### src/hdl/pgbsp_pkg.sv
package pgbsp_pkg;

	localparam int ADDR_W   = 64;
	localparam int PAGE_W   = 10;
	localparam int COUNT_W  = 16;
	localparam int SIZE_W   = 31;
	localparam int INDEX_W  = 2;
	localparam int ACTION_W = 2;

	localparam int S_DATA_W = 152;
	localparam int M_DATA_W = 184;

	localparam logic [INDEX_W-1:0] REG_TIMEOUT_FAULTS  = 2'd0;
	localparam logic [INDEX_W-1:0] REG_BLOCK_SIZE      = 2'd1;
	localparam logic [INDEX_W-1:0] REG_PREFETCH_LENGTH = 2'd2;

	localparam logic [COUNT_W-1:0] TIMEOUT_RESET  = 16'd500;
	localparam logic [SIZE_W-1:0]  BLOCK_RESET    = 31'd2097152;
	localparam logic [SIZE_W-1:0]  LENGTH_RESET   = 31'd2097152;
	localparam logic [COUNT_W-1:0] COUNT_MAX      = '1;

	typedef enum logic [ACTION_W-1:0] {
		KIND_DECODE  = 2'd0,
		KIND_FAULT   = 2'd1,
		KIND_REQUEST = 2'd2,
		KIND_NONE    = 2'd3
	} kind_t;

	typedef struct packed {
		kind_t              kind;
		logic               present;
		logic [ADDR_W-1:0]  end_addr;
		logic [ADDR_W-1:0]  space_id;
		logic [PAGE_W-1:0]  region_first;
		logic [PAGE_W-1:0]  region_outer;
	} item_t;

	typedef struct packed {
		logic               in_decode;
		logic [SIZE_W-1:0]  target_length;
		logic [ADDR_W-1:0]  target_space;
		logic [ADDR_W-1:0]  target_addr;
		logic [PAGE_W-1:0]  out_region_outer;
		logic [PAGE_W-1:0]  out_region_first;
		logic               issue;
	} result_t;

	typedef struct packed {
		logic  valid;
		item_t item;
	} queue_head_t;

endpackage

### src/hdl/pgbsp_front.sv
module pgbsp_front (
	input  logic                             clk,
	input  logic                             arst_n,
	input  logic                             in_valid,
	output logic                             in_ready,
	input  logic [pgbsp_pkg::ACTION_W-1:0]   action,
	input  logic [pgbsp_pkg::S_DATA_W-1:0]   data,
	output pgbsp_pkg::queue_head_t           head,
	input  logic                             pop
);
	import pgbsp_pkg::*;

	item_t      mem_q [2];
	logic       wr_ptr_q;
	logic       rd_ptr_q;
	logic [1:0] cnt_q;
	item_t      item_in;
	logic       push;

	always_comb begin
		item_in.kind         = kind_t'(action);
		item_in.present      = data[0];
		item_in.end_addr     = data[64:1];
		item_in.space_id     = data[128:65];
		item_in.region_first = data[138:129];
		item_in.region_outer = data[148:139];
	end

	assign in_ready   = (cnt_q != 2'd2);
	assign push       = in_valid && in_ready;
	assign head.valid = (cnt_q != 2'd0);
	assign head.item  = mem_q[rd_ptr_q];

	always_ff @(posedge clk) begin
		if (push) begin
			mem_q[wr_ptr_q] <= item_in;
		end
	end

	always_ff @(posedge clk or negedge arst_n) begin
		if (!arst_n) begin
			wr_ptr_q <= 1'b0;
			rd_ptr_q <= 1'b0;
			cnt_q    <= 2'd0;
		end else begin
			if (push) begin
				wr_ptr_q <= ~wr_ptr_q;
			end
			if (pop) begin
				rd_ptr_q <= ~rd_ptr_q;
			end
			if (push && !pop) begin
				cnt_q <= cnt_q + 2'd1;
			end else if (pop && !push) begin
				cnt_q <= cnt_q - 2'd1;
			end
		end
	end

endmodule

### src/hdl/pgbsp_back.sv
module pgbsp_back (
	input  logic                             clk,
	input  logic                             arst_n,
	input  pgbsp_pkg::queue_head_t           head,
	output logic                             pop,
	input  logic                             wr_en,
	input  logic [pgbsp_pkg::INDEX_W-1:0]    wr_index,
	input  logic [pgbsp_pkg::SIZE_W-1:0]     wr_data,
	output logic                             out_valid,
	input  logic                             out_ready,
	output pgbsp_pkg::result_t               result
);
	import pgbsp_pkg::*;

	logic [COUNT_W-1:0] timeout_q;
	logic [SIZE_W-1:0]  block_size_q;
	logic [SIZE_W-1:0]  length_q;

	logic               phase_q;
	logic [COUNT_W-1:0] count_q;
	logic [ADDR_W-1:0]  cend_q;
	logic [ADDR_W-1:0]  cspace_q;
	logic [ADDR_W-1:0]  older_q;
	logic [ADDR_W-1:0]  newest_q;
	logic [ADDR_W-1:0]  last_q;

	logic               out_valid_q;
	result_t            result_q;

	logic               phase_d;
	logic [COUNT_W-1:0] count_d;
	logic [COUNT_W-1:0] count_inc;
	logic [ADDR_W-1:0]  cend_d;
	logic [ADDR_W-1:0]  cspace_d;
	logic [ADDR_W-1:0]  older_d;
	logic [ADDR_W-1:0]  newest_d;
	logic [ADDR_W-1:0]  last_d;
	logic [ADDR_W-1:0]  step1;
	logic [ADDR_W-1:0]  step2;
	logic [ADDR_W-1:0]  target;
	logic               same_dir;
	result_t            res_d;

	assign pop       = head.valid && (!out_valid_q || out_ready);
	assign out_valid = out_valid_q;
	assign result    = result_q;

	assign step1 = newest_q - older_q;
	assign step2 = cend_q - newest_q;
	assign same_dir = (step1 != '0) && (step2 != '0)
		&& (step1[ADDR_W-1] == step2[ADDR_W-1]);
	assign target = step2[ADDR_W-1] ? (cend_q - {{(ADDR_W-SIZE_W){1'b0}}, block_size_q})
		: (cend_q + 64'd1);
	assign count_inc = (count_q != COUNT_MAX) ? count_q + 16'd1 : count_q;

	always_comb begin
		phase_d  = phase_q;
		count_d  = count_q;
		cend_d   = cend_q;
		cspace_d = cspace_q;
		older_d  = older_q;
		newest_d = newest_q;
		last_d   = last_q;
		res_d    = '0;
		unique case (head.item.kind)
			KIND_DECODE: begin
				phase_d = 1'b1;
				count_d = '0;
			end
			KIND_FAULT: begin
				if (!head.item.present) begin
					cend_d   = '0;
					cspace_d = '0;
				end else begin
					cend_d   = head.item.end_addr;
					cspace_d = head.item.space_id;
					if (phase_q) begin
						count_d  = count_inc;
						cspace_d = '0;
						if (count_inc > timeout_q) begin
							phase_d  = 1'b0;
							count_d  = '0;
							cspace_d = head.item.space_id;
						end
					end
				end
			end
			KIND_REQUEST: begin
				res_d.out_region_first = head.item.region_first;
				res_d.out_region_outer = head.item.region_outer;
				if (!phase_q && cspace_q != '0 && cend_q != '0 && cend_q != newest_q) begin
					older_d  = newest_q;
					newest_d = cend_q;
					if (older_q != '0 && newest_q != '0 && same_dir
						&& target != '0 && target != last_q) begin
						last_d              = target;
						res_d.issue         = 1'b1;
						res_d.target_addr   = target;
						res_d.target_space  = cspace_q;
						res_d.target_length = length_q;
					end
				end
			end
			default: begin
			end
		endcase
		res_d.in_decode = phase_d;
	end

	always_ff @(posedge clk) begin
		if (pop) begin
			result_q <= res_d;
		end
	end

	always_ff @(posedge clk or negedge arst_n) begin
		if (!arst_n) begin
			timeout_q    <= TIMEOUT_RESET;
			block_size_q <= BLOCK_RESET;
			length_q     <= LENGTH_RESET;
			phase_q      <= 1'b0;
			count_q      <= '0;
			cend_q       <= '0;
			cspace_q     <= '0;
			older_q      <= '0;
			newest_q     <= '0;
			last_q       <= '0;
			out_valid_q  <= 1'b0;
		end else begin
			if (wr_en) begin
				unique case (wr_index)
					REG_TIMEOUT_FAULTS:  timeout_q    <= wr_data[COUNT_W-1:0];
					REG_BLOCK_SIZE:      block_size_q <= wr_data;
					REG_PREFETCH_LENGTH: length_q     <= wr_data;
					default: begin
					end
				endcase
			end
			if (pop) begin
				phase_q  <= phase_d;
				count_q  <= count_d;
				cend_q   <= cend_d;
				cspace_q <= cspace_d;
				older_q  <= older_d;
				newest_q <= newest_d;
				last_q   <= last_d;
			end
			if (pop) begin
				out_valid_q <= 1'b1;
			end else if (out_ready) begin
				out_valid_q <= 1'b0;
			end
		end
	end

endmodule

### src/hdl/phase_gated_block_stride_prefetcher.sv
// Phase-gated block stride prefetcher.
// Input words arrive on the s_ group: s_tuser carries the action (decode
// marker, fault, prefetch request), s_tdata the block and region fields.
// Every word yields exactly one result word on the m_ group: the chosen page
// region, the phase after the event and, when issued, one cross-block
// prefetch target with its space and length (m_tuser flags the issue).
// Accepted words enter a two-entry queue; the back end takes one word per
// cycle from it while the output register is empty or being read, updates
// the phase and stride history and loads the output register. m_tvalid rises
// once a word has passed its queue entry and the output register.
// When the receiver stalls the output register holds its word, the queue
// fills and s_tready drops once both entries are taken.
// Registers are written on the plain port (wr_en, wr_index, wr_data); the
// user must do so only while idle, unchecked by the block. Reset empties
// queue and output, sets prefill, clears history; defaults 500, 2 MiB, 2 MiB.
module phase_gated_block_stride_prefetcher (
	input  logic                             clk,
	input  logic                             arst_n,
	input  logic                             s_tvalid,
	output logic                             s_tready,
	// [0] block_present, [64:1] end address, [128:65] space_id,
	// [138:129] region_first, [148:139] region_outer, [151:149] zero
	input  logic [pgbsp_pkg::S_DATA_W-1:0]   s_tdata,
	// [1:0] action
	input  logic [pgbsp_pkg::ACTION_W-1:0]   s_tuser,
	output logic                             m_tvalid,
	input  logic                             m_tready,
	// [9:0] out_region_first, [19:10] out_region_outer, [83:20] target_addr,
	// [147:84] target_space, [178:148] target_length, [179] in_decode,
	// [183:180] zero
	output logic [pgbsp_pkg::M_DATA_W-1:0]   m_tdata,
	// [0] issue
	output logic                             m_tuser,
	input  logic                             wr_en,
	input  logic [pgbsp_pkg::INDEX_W-1:0]    wr_index,
	input  logic [pgbsp_pkg::SIZE_W-1:0]     wr_data
);
	import pgbsp_pkg::*;

	queue_head_t head;
	logic        pop;
	result_t     result;

	pgbsp_front u_front (
		.clk      (clk),
		.arst_n   (arst_n),
		.in_valid (s_tvalid),
		.in_ready (s_tready),
		.action   (s_tuser),
		.data     (s_tdata),
		.head     (head),
		.pop      (pop)
	);

	pgbsp_back u_back (
		.clk       (clk),
		.arst_n    (arst_n),
		.head      (head),
		.pop       (pop),
		.wr_en     (wr_en),
		.wr_index  (wr_index),
		.wr_data   (wr_data),
		.out_valid (m_tvalid),
		.out_ready (m_tready),
		.result    (result)
	);

	assign m_tuser = result.issue;
	assign m_tdata = {4'd0, result.in_decode, result.target_length, result.target_space,
		result.target_addr, result.out_region_outer, result.out_region_first};

endmodule
### config.mk
export PLATFORM = sky130hd
export DESIGN_NAME = phase_gated_block_stride_prefetcher
export DESIGN_NICKNAME = d
export VERILOG_FILES = /design/src/hdl/pgbsp_pkg.sv /design/src/hdl/pgbsp_front.sv /design/src/hdl/pgbsp_back.sv /design/src/hdl/phase_gated_block_stride_prefetcher.sv
export SDC_FILE = /design/constraint.sdc
export NUM_CORES = 2
export LEC_CHECK = 0
export ABC_CLOCK_PERIOD_IN_PS = 11900
export BUFFER_PORTS_ARGS = -buffer_cell sky130_fd_sc_hd__buf_2
export CAP_MARGIN = 20
export CORE_MARGIN = 3
export CORE_UTILIZATION = 40
export DETAILED_ROUTE_END_ITERATION = 8
export GPL_TIMING_DRIVEN = 0
export SYNTH_ARGS = -nofsm -noshare
export SYNTH_HDL_FRONTEND = slang
export SYNTH_SLANG_ARGS = --single-unit
### constraint.sdc
create_clock -name clk -period 11.9 [get_ports clk]
set_clock_uncertainty 0.1 [all_clocks]
set_input_delay 0 -clock clk [delete_from_list [all_inputs] [get_ports clk]]
set_output_delay 0 -clock clk [all_outputs]
set_load 0.01 [all_outputs]
==> summary.md <==
| Metric | Value |
|---|---|
| Vias | `42536` |
| Post-synth top area cell | `edfxtp_1` |
| Global-route wire length before repair | `272 mm` |
| Async S/R FF share, synth | `between 40% and 50%` |
| Area delta synth->final | `22.9%` |
| Crit end category | `flop` |
| Top-count cell post-synth | `nand2_1` |
| Total GRT Usage | `28.3%` |
| Top cell type's share of synthesized area | `between 20% and 30%` |
| Worst Path Arrival | `11.92 ns` |
| DIE HEIGHT | `359 um` |
| Max_cap viols | `0` |
| Latest clock arrival within the worst-skew pair | `approximately 0.75 ns` |
| Post-Route WL | `185 mm` |
| Worst hold slack | `0.0401 ns` |
| Min-Delay Path Class | `in -> reg` |
| Fin crit share | `between 90% and 100%` |
| Netlist cell types | `84` |
| Placed cell area | `54100 um2` |
| Final Hold Viols | `0` |
| CP startpoint kind | `flop` |
| CTS tree | `built` |
| Fmax | `a little under 90 MHz` |
| Inst Count DP | `6842` |
| Layout Cells excl Fill | `between 7000 and 8000` |
| Total die area | `129000 um2` |
| Fin nets | `~6100` |
| TritonCTS Buffers | `between 90 and 100` |
| Avg Cell Area, Syn | `10.3 um2` |
| Largest net degree at the start of global routing | `113` |
| Clock buffer depth | `3` |
| H-tree levels | `3` |
| Buf/Inv on CP | `8` |
| Crit Path Class | `reg -> reg` |
| Syn Std Cell Area | `about 50000 um2` |
| Post-DRT Antenna Nets | `0` |
| Vias in the first global route | `41604` |
| Top_reg_cell synth | `edfxtp_1` |
| Seq/Total Area, Yosys | `50.3%` |
| RSZ-0062 raised after global routing | `false` |
| Area contributors post-synth | `edfxtp_1, dfrtp_1, ha_1` |
| EDFF count, synth | `between 400 and 500` |
| DRC | `0` |
| Status | `complete, no violations` |
| CP Max Fanout | `30` |
| Gr ovfl total | `0` |
| Period minus WS final | `11.46 ns` |
| Final Max Slew Viols | `0` |
| Critical Path Max Stage Delay | `approximately 0.85 ns` |
| Total clock sinks | `roughly 900` |
| DRT iter0 DRCs | `4155` |
| Fraction of layout cells with a size suffix above 1 | `13.6%` |
| Synth cell count leaders | `nand2_1, edfxtp_1, dfrtp_1` |
| Slowest CP cell | `dfrtp_1` |
| Core area | `between 100000 and 150000 um2` |
| Flops & latches, synth | `~900` |
| Post-synthesis cell count | `between 4000 and 5000` |
| Fillers | `~11000` |
| Family with the most delay on the worst path | `compound AO/OA/AOI/OAI gates` |
| Initial DRT Pass Iterations | `5` |
| Worst Max-Slew Pin Slew | `between 1 and 1.5 ns` |
| Req. time, crit path | `approximately 12 ns` |
| Slew HR | `roughly a fifth` |
| Starting Density | `between 40% and 50%` |
| Register clock-pin slew on the reported worst setup and hold paths | `0.07 ns` |
| DP Wirelength | `143 mm` |
| Antenna violations before repair | `20` |
| Final-report setup violation count | `0` |
| Root buf cell | `clkbuf_16` |
| Rows | `128` |
| Io pins | `around 380` |
| PortBufs | `371` |
| Gpl congestion | `between 0.9 and 1` |
| Crit-path most repeated cell | `buf_4` |
| Die Width | `between 300 and 400 um` |
| Design area | `61200 um2` |
| Routed vias/inst | `5.74` |
| Yosys warnings | `0` |
| WL/cell | `25.0 um` |
==> placed cells by master (no fill, tap or decap), types with 214 or more instances in the layout <==
master / instances
nor2_1: 276
buf_2: 382
a21oi_1: 310
o21ai_0: 360
dfrtp_1: 412
edfxtp_1: 483
inv_1: 214
clkbuf_1: 234
nand2_1: 529
dlygate4sd3_1: 370
==> area by class of cell <==
| type | instances | area (um2) | area share [%] |
|---|---|---|---|
| sequential | 903 | 25000 | 40.9 |
| antenna | 16 | 40.0 | 0.0655 |
| tap | 1625 | 2030 | 3.32 |
| clock buffer | 134 | 2680 | 4.38 |
| inverter | 215 | 815 | 1.33 |
| multi-input combinational | 3475 | 23100 | 37.8 |
| clock inverter | 46 | 513 | 0.839 |
| buffer | 235 | 913 | 1.49 |
| timing repair buffer | 766 | 6020 | 9.85 |
==> registers in the layout, indices dropped and copies added, names as in the netlist <==
name and flops:
u_front.mem_q 302, u_back.result 181, u_back.cend_q 64, u_back.cspace_q 64
u_back.last_q 64, u_back.newest_q 64, u_back.older_q 64, u_back.block_size_q 31
u_back.length_q 31, u_back.count_q 16, u_back.timeout_q 16, u_front.cnt_q 2
u_back.out_valid 1, u_back.phase_q 1, u_front.rd_ptr_q 1, u_front.wr_ptr_q 1
==> metrics by stage <==
step	setup TNS (ns)	setup slack [ns]	util, %
finish	0	0.443	49.9
global route	0	0.0363	49.8
CTS	0	0.0874	49.8
detailed placement	-116.07	-1.05	44.1
global placement	-618.69	-4.09	43.8
floorplan	0	3.17	-
==> layer usage <==
metal	share of wire, %	wire, um	track usage (%)	vias to the layer above
met3	7.6	14100	5.86	279
li1	-	-	-	19603
met2	45	83400	44.3	1656
met5	0.021	38	0	-
met1	44	81400	39.2	20992
met4	3.4	6260	9.43	6
==> cell families after synthesis <==
| kind of cell | share of synthesized area [%] |
|---|---|
| AND/OR/NAND/NOR | 15.1 |
| AO/OA/AOI/OAI | 14.8 |
| flip-flops | 50.3 |
| buffers and inverters | 3.46 |
| multiplexers | 7.81 |
| adder cells (fa/ha/maj) | 5.28 |
| XOR/XNOR | 3.22 |
| other | 0.00753 |
==> worst min-delay path: cells and delay by family <==
kind	cells	cell delay [ns]
buf+inv	2	0.69
mux	1	0.16
==> final timing paths <==
check / to / cells past startpoint / slack [ns] / from
setup reg to reg: u_back.last_q[60]$_DFFE_PN0P_ / 32 / 0.44 / u_back.cend_q[1]$_DFFE_PN0P_
min in group asynchronous: u_back.cspace_q[24]$_DFFE_PN0P_ / 4 / 0.37 / arst_n
setup / recovery: u_back.last_q[60]$_DFFE_PN0P_ / 32 / 0.44 / u_back.cend_q[1]$_DFFE_PN0P_
max in group asynchronous: u_back.last_q[33]$_DFFE_PN0P_ / 5 / 10.25 / arst_n
hold / removal: u_back.block_size_q[0]$_DFFE_PN0P_ / 3 / 0.04 / wr_data[0]
hold reg to reg: u_back.length_q[0]$_DFFE_PN0P_ / 1 / 0.39 / u_back.length_q[0]$_DFFE_PN0P_
==> what timing repair did <==
item / 4_1_cts / 5_1_grt
endpoints found under the setup margin: 220 / 94
pin swaps: 2 / 0
endpoints found under the hold margin: 770 / 0
buffers inserted: 4 / 0
resized for setup: 4 / 2
hold buffers: 371 / 0
Power is left out: the tool's default activity adds up to more than one toggle a clock period on the data nets, which glitch-free logic cannot reach.
